**src/noise_shaped_dither_quantizer_unit_defines.svh**
```systemverilog
// Assertion macros shared by the noise-shaped dither quantizer RTL.
`ifndef NOISE_SHAPED_DITHER_QUANTIZER_UNIT_DEFINES_SVH
`define NOISE_SHAPED_DITHER_QUANTIZER_UNIT_DEFINES_SVH

// Same-cycle implication, clocked on clk, disabled in reset.
`define NSDQ_ASSERT_SAME(lbl, ante, cons, msg) \
	lbl: assert property (@(posedge clk) disable iff (!arst_n) (ante) |-> (cons)) \
		else $error(msg);

// Next-cycle implication, clocked on clk, disabled in reset.
`define NSDQ_ASSERT_NEXT(lbl, ante, cons, msg) \
	lbl: assert property (@(posedge clk) disable iff (!arst_n) (ante) |=> (cons)) \
		else $error(msg);

`endif

```
**src/nsdq_pkg.sv**
```systemverilog
// Package: widths, register indexes, sequencer codes and the microcode ROM.
`default_nettype none

package nsdq_pkg;

	localparam int RAND_BITS  = 15;
	localparam int ERROR_BITS = 32;

	localparam int SAMPLE_W   = 24;
	localparam int GAIN_W     = 15;
	localparam int DC_W       = 16;
	localparam int AMP_W      = 16;
	localparam int OBITS_W    = 5;
	localparam int CFG_IDX_W  = 2;
	localparam int CFG_DATA_W = 16;

	// working width of v and the quantizer sum
	localparam int WW  = 52;
	// clamped feedback term width and its pre-clamp width
	localparam int TW  = 48;
	localparam int TRW = (ERROR_BITS + 2 > TW) ? ERROR_BITS + 2 : TW;
	// shared multiplier operand and product widths
	localparam int MA_W = AMP_W + 1;
	localparam int PW   = MA_W + TW;
	localparam int GAIN_FRAC = 15;
	localparam int Q_FRAC    = 16;

	localparam logic signed [SAMPLE_W-1:0] FULL_SCALE = 24'sd4194304;

	localparam logic [GAIN_W-1:0]  GAIN_RST  = 15'd16384;
	localparam logic [DC_W-1:0]    DC_RST    = 16'd32768;
	localparam logic [AMP_W-1:0]   AMP_RST   = 16'd65535;
	localparam logic [OBITS_W-1:0] OBITS_RST = 5'd16;
	localparam logic [OBITS_W-1:0] OBITS_MIN = 5'd8;
	localparam logic [OBITS_W-1:0] OBITS_MAX = 5'd24;
	localparam logic [OBITS_W-1:0] OBITS_OFS = 5'd7;

	localparam logic [CFG_IDX_W-1:0] REG_GAIN  = 2'd0;
	localparam logic [CFG_IDX_W-1:0] REG_DC    = 2'd1;
	localparam logic [CFG_IDX_W-1:0] REG_AMP   = 2'd2;
	localparam logic [CFG_IDX_W-1:0] REG_OBITS = 2'd3;

	localparam int STEP_W = 2;
	localparam logic [STEP_W-1:0] STEP_IDLE   = 2'd0;
	localparam logic [STEP_W-1:0] STEP_MUL_FB = 2'd1;
	localparam logic [STEP_W-1:0] STEP_MUL_DI = 2'd2;
	localparam logic [STEP_W-1:0] STEP_FINISH = 2'd3;

	localparam logic [1:0] COND_ALWAYS   = 2'd0;
	localparam logic [1:0] COND_IN_FIRE  = 2'd1;
	localparam logic [1:0] COND_OUT_FREE = 2'd2;

	localparam logic MSRC_GAIN = 1'b0;
	localparam logic MSRC_AMP  = 1'b1;

	typedef struct packed {
		logic [1:0]        cond;
		logic [STEP_W-1:0] target;
		logic              mul_en;
		logic              mul_src;
		logic              add_fb;
		logic              finish;
	} ucode_t;

	typedef struct packed {
		logic load;
		logic mul_en;
		logic mul_src;
		logic add_fb;
		logic finish;
	} ctrl_t;

	function automatic ucode_t ucode_rom(input logic [STEP_W-1:0] step);
		ucode_t w;
		w = '0;
		unique case (step)
			STEP_IDLE: begin
				w.cond = COND_IN_FIRE;
				w.target = STEP_MUL_FB;
			end
			STEP_MUL_FB: begin
				w.cond = COND_ALWAYS;
				w.target = STEP_MUL_DI;
				w.mul_en = 1'b1;
				w.mul_src = MSRC_GAIN;
			end
			STEP_MUL_DI: begin
				w.cond = COND_ALWAYS;
				w.target = STEP_FINISH;
				w.mul_en = 1'b1;
				w.mul_src = MSRC_AMP;
				w.add_fb = 1'b1;
			end
			STEP_FINISH: begin
				w.cond = COND_OUT_FREE;
				w.target = STEP_IDLE;
				w.finish = 1'b1;
			end
			default: w = '0;
		endcase
		return w;
	endfunction

endpackage

`default_nettype wire

```
**src/noise_shaped_dither_quantizer_unit.sv**
```systemverilog
// Top level: configuration registers, microcode sequencer, handshakes and output register.
//
// One sample in, one dithered sample out. An accepted transaction runs three
// microcode steps: gain times feedback term, dither amplitude times random
// delta (both on one shared 17x48 multiplier), then quantize and write back the
// error history. The result is written to the output register in the finish
// step, which waits while the output still holds an unaccepted result. No new
// transaction is taken until the sequencer is back in idle; in_stall is high
// while the sequencer is busy. The error history and previous random word are
// shared by all samples, so interleaved channels share one noise-shaping loop.
// Configuration writes are always ready and belong between transactions.
`default_nettype none
`include "noise_shaped_dither_quantizer_unit_defines.svh"

module noise_shaped_dither_quantizer_unit (
	input  wire logic                                   clk,
	input  wire logic                                   arst_n,
	input  wire logic                                   in_valid,
	output logic                                        in_stall,
	input  wire logic signed [nsdq_pkg::SAMPLE_W-1:0]   sample_in,
	input  wire logic [nsdq_pkg::RAND_BITS-1:0]         random_value,
	output logic                                        out_valid,
	input  wire logic                                   out_stall,
	output logic signed [nsdq_pkg::SAMPLE_W-1:0]        sample_out,
	output logic                                        clipped,
	input  wire logic                                   cfg_valid,
	output logic                                        cfg_ready,
	input  wire logic [nsdq_pkg::CFG_IDX_W-1:0]         cfg_index,
	input  wire logic [nsdq_pkg::CFG_DATA_W-1:0]        cfg_data
);

	logic [nsdq_pkg::GAIN_W-1:0]         gain_q;
	logic [nsdq_pkg::DC_W-1:0]           dc_q;
	logic [nsdq_pkg::AMP_W-1:0]          amp_q;
	logic [nsdq_pkg::OBITS_W-1:0]        obits_q;

	logic [nsdq_pkg::STEP_W-1:0]         step_q;
	nsdq_pkg::ucode_t                    uw;
	nsdq_pkg::ctrl_t                     ctrl;
	logic                                cond_met;
	logic                                in_fire;

	logic                                out_valid_q;
	logic signed [nsdq_pkg::SAMPLE_W-1:0] sample_out_q;
	logic                                clipped_q;
	logic signed [nsdq_pkg::SAMPLE_W-1:0] res_sample;
	logic                                res_clip;

	assign cfg_ready = 1'b1;

	always_ff @(posedge clk or negedge arst_n) begin
		if (!arst_n) begin
			gain_q <= nsdq_pkg::GAIN_RST;
			dc_q <= nsdq_pkg::DC_RST;
			amp_q <= nsdq_pkg::AMP_RST;
			obits_q <= nsdq_pkg::OBITS_RST;
		end else if (cfg_valid && cfg_ready) begin
			unique case (cfg_index)
				nsdq_pkg::REG_GAIN:  gain_q <= cfg_data[nsdq_pkg::GAIN_W-1:0];
				nsdq_pkg::REG_DC:    dc_q <= cfg_data;
				nsdq_pkg::REG_AMP:   amp_q <= cfg_data;
				nsdq_pkg::REG_OBITS: obits_q <= cfg_data[nsdq_pkg::OBITS_W-1:0];
				default: ;
			endcase
		end
	end

	assign in_stall = (step_q != nsdq_pkg::STEP_IDLE);
	assign in_fire = in_valid && !in_stall;
	assign uw = nsdq_pkg::ucode_rom(step_q);

	always_comb begin
		unique case (uw.cond)
			nsdq_pkg::COND_ALWAYS:   cond_met = 1'b1;
			nsdq_pkg::COND_IN_FIRE:  cond_met = in_fire;
			nsdq_pkg::COND_OUT_FREE: cond_met = !(out_valid_q && out_stall);
			default:                 cond_met = 1'b0;
		endcase
		ctrl.load = in_fire;
		ctrl.mul_en = uw.mul_en;
		ctrl.mul_src = uw.mul_src;
		ctrl.add_fb = uw.add_fb;
		ctrl.finish = uw.finish && cond_met;
	end

	always_ff @(posedge clk or negedge arst_n) begin
		if (!arst_n) begin
			step_q <= nsdq_pkg::STEP_IDLE;
		end else if (cond_met) begin
			step_q <= uw.target;
		end
	end

	nsdq_datapath u_dp (
		.clk(clk),
		.arst_n(arst_n),
		.ctrl(ctrl),
		.sample_in(sample_in),
		.random_value(random_value),
		.shaping_gain(gain_q),
		.dc_offset(dc_q),
		.dither_amplitude(amp_q),
		.output_bits(obits_q),
		.res_sample(res_sample),
		.res_clip(res_clip)
	);

	always_ff @(posedge clk or negedge arst_n) begin
		if (!arst_n) begin
			out_valid_q <= 1'b0;
		end else if (ctrl.finish) begin
			out_valid_q <= 1'b1;
		end else if (!out_stall) begin
			out_valid_q <= 1'b0;
		end
	end

	always_ff @(posedge clk) begin
		if (ctrl.finish) begin
			sample_out_q <= res_sample;
			clipped_q <= res_clip;
		end
	end

	assign out_valid = out_valid_q;
	assign sample_out = sample_out_q;
	assign clipped = clipped_q;

	`NSDQ_ASSERT_NEXT(a_fire_starts, in_fire, step_q == nsdq_pkg::STEP_MUL_FB, "accepted transaction did not start the program")
	`NSDQ_ASSERT_SAME(a_finish_free, ctrl.finish, !(out_valid_q && out_stall), "result written over a held output")
	`NSDQ_ASSERT_NEXT(a_finish_out, ctrl.finish, out_valid_q && step_q == nsdq_pkg::STEP_IDLE, "finish did not present result and return to idle")

endmodule

`default_nettype wire

```
**src/nsdq_datapath.sv**
```systemverilog
// Datapath: input clamp and scaling, shared multiplier, quantizer and error history.
`default_nettype none

module nsdq_datapath (
	input  wire logic                                clk,
	input  wire logic                                arst_n,
	input  wire nsdq_pkg::ctrl_t                     ctrl,
	input  wire logic signed [nsdq_pkg::SAMPLE_W-1:0] sample_in,
	input  wire logic [nsdq_pkg::RAND_BITS-1:0]      random_value,
	input  wire logic [nsdq_pkg::GAIN_W-1:0]         shaping_gain,
	input  wire logic [nsdq_pkg::DC_W-1:0]           dc_offset,
	input  wire logic [nsdq_pkg::AMP_W-1:0]          dither_amplitude,
	input  wire logic [nsdq_pkg::OBITS_W-1:0]        output_bits,
	output logic signed [nsdq_pkg::SAMPLE_W-1:0]     res_sample,
	output logic                                     res_clip
);

	localparam int WW  = nsdq_pkg::WW;
	localparam int TW  = nsdq_pkg::TW;
	localparam int TRW = nsdq_pkg::TRW;
	localparam int PW  = nsdq_pkg::PW;
	localparam int EB  = nsdq_pkg::ERROR_BITS;
	localparam int RB  = nsdq_pkg::RAND_BITS;
	localparam int SW  = nsdq_pkg::SAMPLE_W;

	localparam logic signed [WW-1:0]  ONE_W   = {{(WW-1){1'b0}}, 1'b1};
	localparam logic signed [TRW-1:0] ONE_T   = {{(TRW-1){1'b0}}, 1'b1};
	localparam logic signed [TRW-1:0] TMAX    = (ONE_T <<< (TW-1)) - ONE_T;
	localparam logic signed [TRW-1:0] TMIN    = -(ONE_T <<< (TW-1));
	localparam logic signed [WW-1:0]  EMAX    = (ONE_W <<< (EB-1)) - ONE_W;
	localparam logic signed [WW-1:0]  EMIN    = -(ONE_W <<< (EB-1));

	logic signed [WW-1:0]               v_q;
	logic signed [TW-1:0]               t_q;
	logic signed [RB:0]                 d_q;
	logic                               clip_q;
	logic [nsdq_pkg::OBITS_W-1:0]       obits_q;
	logic signed [PW-1:0]               prod_q;
	logic [RB-1:0]                      prev_q;
	logic signed [EB-1:0]               e1_q;
	logic signed [EB-1:0]               e2_q;

	logic [nsdq_pkg::OBITS_W-1:0]       ob;
	logic [nsdq_pkg::OBITS_W-1:0]       sh;
	logic signed [SW-1:0]               x;
	logic                               x_clip;
	logic signed [WW-1:0]               x_w;
	logic signed [WW-1:0]               v_new;
	logic signed [TRW-1:0]              e1x;
	logic signed [TRW-1:0]              e2x;
	logic signed [TRW-1:0]              tw;
	logic signed [TW-1:0]               t_new;
	logic signed [RB:0]                 d_new;
	logic signed [nsdq_pkg::MA_W-1:0]   ma;
	logic signed [TW-1:0]               mb;
	logic signed [PW-1:0]               prod;
	logic signed [PW-1:0]               prod_fb;
	logic signed [PW-1:0]               prod_di;
	logic signed [WW-1:0]               sum;
	logic signed [WW-1:0]               qv;
	logic signed [WW-1:0]               errw;
	logic signed [EB-1:0]               err;
	logic signed [WW-1:0]               omax;
	logic signed [WW-1:0]               omin;

	// accept: clamp, scale to output units, form feedback term and random delta
	always_comb begin
		if (output_bits < nsdq_pkg::OBITS_MIN) ob = nsdq_pkg::OBITS_MIN;
		else if (output_bits > nsdq_pkg::OBITS_MAX) ob = nsdq_pkg::OBITS_MAX;
		else ob = output_bits;
		sh = ob - nsdq_pkg::OBITS_OFS;

		x = sample_in;
		x_clip = 1'b0;
		if (sample_in > nsdq_pkg::FULL_SCALE) begin
			x = nsdq_pkg::FULL_SCALE;
			x_clip = 1'b1;
		end else if (sample_in < -nsdq_pkg::FULL_SCALE) begin
			x = -nsdq_pkg::FULL_SCALE;
			x_clip = 1'b1;
		end
		x_w = {{(WW-SW){x[SW-1]}}, x};
		v_new = x_w <<< sh;

		e1x = {{(TRW-EB){e1_q[EB-1]}}, e1_q};
		e2x = {{(TRW-EB){e2_q[EB-1]}}, e2_q};
		tw = (e1x <<< 1) - e2x;
		if (tw > TMAX) tw = TMAX;
		else if (tw < TMIN) tw = TMIN;
		t_new = tw[TW-1:0];

		d_new = $signed({1'b0, random_value}) - $signed({1'b0, prev_q});
	end

	// shared multiplier
	always_comb begin
		if (ctrl.mul_src == nsdq_pkg::MSRC_AMP) begin
			ma = $signed({1'b0, dither_amplitude});
			mb = {{(TW-RB-1){d_q[RB]}}, d_q};
		end else begin
			ma = $signed({{(nsdq_pkg::MA_W-nsdq_pkg::GAIN_W){1'b0}}, shaping_gain});
			mb = t_q;
		end
		prod = ma * mb;
		prod_fb = prod_q >>> nsdq_pkg::GAIN_FRAC;
		prod_di = prod_q >>> RB;
	end

	// quantize, error, output saturation
	always_comb begin
		sum = v_q + $signed({{(WW-nsdq_pkg::DC_W){1'b0}}, dc_offset}) + prod_di[WW-1:0];
		qv = sum >>> nsdq_pkg::Q_FRAC;
		errw = v_q - $signed({sum[WW-1:nsdq_pkg::Q_FRAC], {nsdq_pkg::Q_FRAC{1'b0}}});
		if (errw > EMAX) err = EMAX[EB-1:0];
		else if (errw < EMIN) err = EMIN[EB-1:0];
		else err = errw[EB-1:0];

		omax = (ONE_W <<< (obits_q - 5'd1)) - ONE_W;
		omin = -(ONE_W <<< (obits_q - 5'd1));
		res_clip = clip_q;
		if (qv > omax) begin
			res_sample = omax[SW-1:0];
			res_clip = 1'b1;
		end else if (qv < omin) begin
			res_sample = omin[SW-1:0];
			res_clip = 1'b1;
		end else begin
			res_sample = qv[SW-1:0];
		end
	end

	always_ff @(posedge clk) begin
		if (ctrl.load) begin
			t_q <= t_new;
			d_q <= d_new;
			clip_q <= x_clip;
			obits_q <= ob;
		end
		if (ctrl.load) v_q <= v_new;
		else if (ctrl.add_fb) v_q <= v_q + prod_fb[WW-1:0];
		if (ctrl.mul_en) prod_q <= prod;
	end

	always_ff @(posedge clk or negedge arst_n) begin
		if (!arst_n) begin
			prev_q <= '0;
			e1_q <= '0;
			e2_q <= '0;
		end else begin
			if (ctrl.load) prev_q <= random_value;
			if (ctrl.finish) begin
				e2_q <= e1_q;
				e1_q <= err;
			end
		end
	end

endmodule

`default_nettype wire

```
**config.mk**
```make
export PLATFORM = sky130hd
export DESIGN_NAME = noise_shaped_dither_quantizer_unit
export DESIGN_NICKNAME = d
export VERILOG_FILES = /design/src/nsdq_pkg.sv /design/src/noise_shaped_dither_quantizer_unit.sv /design/src/nsdq_datapath.sv
export VERILOG_INCLUDE_DIRS = /design/src /design/src/src
export SDC_FILE = /design/constraint.sdc
export NUM_CORES = 2
export LEC_CHECK = 0
export BUFFER_PORTS_ARGS = -buffer_cell sky130_fd_sc_hd__clkbuf_2
export CELL_PAD_IN_SITES_DETAIL_PLACEMENT = 2
export CELL_PAD_IN_SITES_GLOBAL_PLACEMENT = 2
export CORE_ASPECT_RATIO = 1.75
export CORE_MARGIN = 4
export CORE_UTILIZATION = 42
export CTS_BUF_LIST = sky130_fd_sc_hd__clkbuf_16
export CTS_CLUSTER_DIAMETER = 40
export DETAILED_ROUTE_END_ITERATION = 12
export GPL_ROUTABILITY_DRIVEN = 0
export PLACE_DENSITY_LB_ADDON = 0.12
export SLEW_MARGIN = 5
export SYNTH_ARGS = -nofsm -noshare
export SYNTH_HDL_FRONTEND = slang
export SYNTH_SLANG_ARGS = --single-unit
```
**constraint.sdc**
```tcl
create_clock -name clk -period 11.9 [get_ports clk]
set_input_delay 1.19 -clock clk [delete_from_list [all_inputs] [get_ports clk]]
set_output_delay 1.19 -clock clk [all_outputs]
set_load 0.005 [all_outputs]
```
==> impl_metrics.env <==
export IMPL_synth_edf_count=184
export IMPL_hold_class="register to register"
export IMPL_drc=0
export IMPL_slew_headroom=0.193
export IMPL_syn_area_um2=49300
export IMPL_cts_tree="yes"
export IMPL_io_pins=90
export IMPL_finalClockSkew_ns=0.105
export IMPL_netlist_instances=5474
export IMPL_start_kind="register"
export IMPL_place_ws_ns=1.06
export IMPL_grt_max_degree=79
export IMPL_core_um2=117000
export IMPL_synthSimpleGateAreaFrac=0.140
export IMPL_cts_hold_buf=0
export IMPL_max_slew_worst_pin_slew_ns=1.21
export IMPL_setup_viol=0
export IMPL_die_w_um=267
export IMPL_ys_types=115
export IMPL_synth_xor_area_frac=0.0367
export IMPL_synth_adder_area_share=0.385
export IMPL_crit_slowest_cell="mux2i_1"
export IMPL_status="completed"
export IMPL_required_ns=12.29
export IMPL_crit_fanout=29
export IMPL_worstHoldPathCells=1
export IMPL_synth_top_family_by_area="adder cells"
export IMPL_synthFlopType="edfxtp_1"
export IMPL_cp_end_kind="register"
export IMPL_slew_violations=0
export IMPL_nets=6646
export IMPL_ys_seq_area_frac=0.181
export IMPL_vias=41500
export IMPL_crit_type="register to register"
export IMPL_path_clk_slew_ns=0.06
export IMPL_clock_latency_ns=0.67
export IMPL_numCtsBuffers=54
export IMPL_reg2reg_slack_ns=0.79
export IMPL_grt_pass1_wl_um=309000
export IMPL_antenna_found_initial=5
export IMPL_drive_gt1_frac=0.0817
export IMPL_cts_root_buf="clkbuf_16"
export IMPL_ant_nets=0
export IMPL_rsz0062_at_grt="no"
export IMPL_fin_crit_ns=11.11
export IMPL_post_cts_buffers=0
export IMPL_drtIter0Drc=1717
export IMPL_htreeDepth=2
export IMPL_cts_sinks=318
export IMPL_fin_crit_sh=0.933
export IMPL_cp_arrival_ns=11.50
export IMPL_clock_fmax_ghz=0.0900
export IMPL_die_h_um=461
export IMPL_rows=166
export IMPL_yosys_warnings=0
export IMPL_critical_path_most_common_cell="fa_1"
export IMPL_detailed_place_hpwl_um=175000
export IMPL_ys_async_sr_fraction=0.421
export IMPL_synthMuxAreaShare=0.0349
export IMPL_clock_path_buffers=3
export IMPL_max_stage_delay_ns=0.99
export IMPL_viasPerCell=5.89
export IMPL_ys_seq_elements=318
export IMPL_port_buffer_count=88
export IMPL_reg2reg_depth=32
export IMPL_hold_viol_final=0
export IMPL_grt_overflow=0
export IMPL_wl_per_cell_um=29.4
export IMPL_synth_compound_area_frac=0.137
export IMPL_max_cap_violations=0
export IMPL_grtUsageTotal=0.338
export IMPL_finalWirelength_um=208000
export IMPL_final_util=0.457
export IMPL_post_cts_resized=0
export IMPL_drt_first_pass_iters=7
export IMPL_die_area_um2=123000
export IMPL_start_util=0.422
export IMPL_fin_ws_ns=0.795
export IMPL_fin_tns_setup_ns=0
export IMPL_syn_area_per_cell_um2=9.00
export IMPL_area_delta_synth_final_pct=8.19
export IMPL_fill_cells=12800
export IMPL_first_global_vias=49200
[path summary, 6_finish.rpt]
| kind | end | start |
|---|---|---|
| max in group asynchronous | gain_q[7] | arst_n |
| hold / removal | dc_q[5] | dc_q[5] |
| setup reg to reg | u_dp.prod_q[64] | step_q[0] |
| hold reg to reg | dc_q[5] | dc_q[5] |
| setup / recovery | u_dp.prod_q[64] | step_q[0] |
| min in group asynchronous | u_dp.e1_q[18] | arst_n |
[worst max-delay path, delay by kind of cell, from the launching register on]
family	cells	cell delay, ns
compound gates	13	4.09
fa+ha+maj	8	3.98
mux	1	0.99
buf+inv	6	0.85
flops	1	0.44
simple gates	3	0.37
xor+xnor	1	0.08
[flip-flops by register name, indices dropped and copies added, names as in the netlist]
| name | count |
|---|---|
| sample_out | 24 |
| gain_q | 15 |
| obits_q | 5 |
| clipped | 1 |
| u_dp.t_q | 35 |
| u_dp.d_q | 16 |
| u_dp.e2_q | 32 |
| u_dp.prev_q | 15 |
| dc_q | 16 |
| amp_q | 16 |
| step_q | 2 |
| u_dp.prod_q | 50 |
| u_dp.obits_q | 5 |
| u_dp.e1_q | 32 |
| u_dp.clip_q | 1 |
| out_valid | 1 |
| u_dp.v_q | 52 |
[layout by cell type (no fill, tap or decap), types with 78 or more instances in the layout]
master / netlist / final
inv_1: 889 / 889
fa_1: 681 / 681
nand2_1: 617 / 615
nor2_1: 449 / 449
ha_1: 417 / 415
a21oi_1: 244 / 244
o21ai_0: 236 / 236
edfxtp_1: 184 / 184
xnor2_1: 138 / 135
a21o_1: 129 / 129
dfrtp_1: 115 / 115
clkbuf_2: 0 / 87
nand3_1: 86 / 86
mux2_2: 80 / 80
nor3_1: 78 / 78
[logic make-up (layout without fill, tap and decap cells)]
logic type,count (synthesis),after routing
flops,318,318
xor+xnor,203,203
buf+inv,1111,1147
compound gates,1028,1028
mux,162,162
simple gates,1541,1541
other cells,2,28
fa+ha+maj,1109,1109
[layer usage]
layer	vias up	wire [um]	share of wire	track usage
met5	-	0	0	0
met4	0	23800	0.11	0.298
met1	21700	64400	0.31	0.301
met2	1057	113000	0.55	0.656
li1	18100	-	-	-
met3	677	6190	0.030	0.0375
[layout make-up]
type                    instances  area [um2]  area share
repair buffers                154         946      0.0177
clock buffers                  56        1400      0.0263
inverters                     892        3350      0.0629
clock inverters                45         450     0.00845
well taps                    1512        1890      0.0355
diodes                          5        12.5    0.000235
multi-input cells            4066       36400       0.682
flip-flops and latches        318        8900       0.167
[metrics by stage]
stage | area [um2] | hold WS, ns | std cells
2_1_floorplan | 49400 | 0.454 | 5495
5_1_grt | 53300 | 0.533 | 7043
3_3_place_gp | 51400 | 0.471 | 6941
4_1_cts | 53300 | 0.520 | 7043
6_report | 53300 | 0.515 | 7048
3_5_place_dp | 51400 | 0.502 | 6942
[synth_stat cells, types with 12 or more instances]
cell	instances	area, um2
inv_1	889	3340
fa_1	681	13600
nand2_1	617	2320
nor2_1	449	1690
ha_1	417	5220
a21oi_1	244	1220
o21ai_0	236	1180
clkbuf_1	188	706
edfxtp_1	184	5530
xnor2_1	138	1210
a21o_1	129	968
dfrtp_1	115	2880
nand3_1	86	430
mux2i_1	82	821
mux2_2	80	901
nor3_1	78	390
a31oi_1	69	432
xor2_1	62	543
nand2b_1	52	325
nor2b_1	48	300
nand4_1	42	263
and3_1	41	257
o21a_1	38	285
o211ai_1	33	248
o22ai_1	29	181
and2_1	26	163
o21bai_1	23	173
or2_2	23	144
a311oi_1	22	193
a211oi_1	20	150
dfstp_2	19	499
nor4_1	19	119
buf_1	16	60.1
a31o_2	14	123
o31ai_1	14	105
a21boi_0	12	90.1
Power is not shown: default switching activity piles up to over one toggle a cycle in this logic, so the estimate is an artifact.
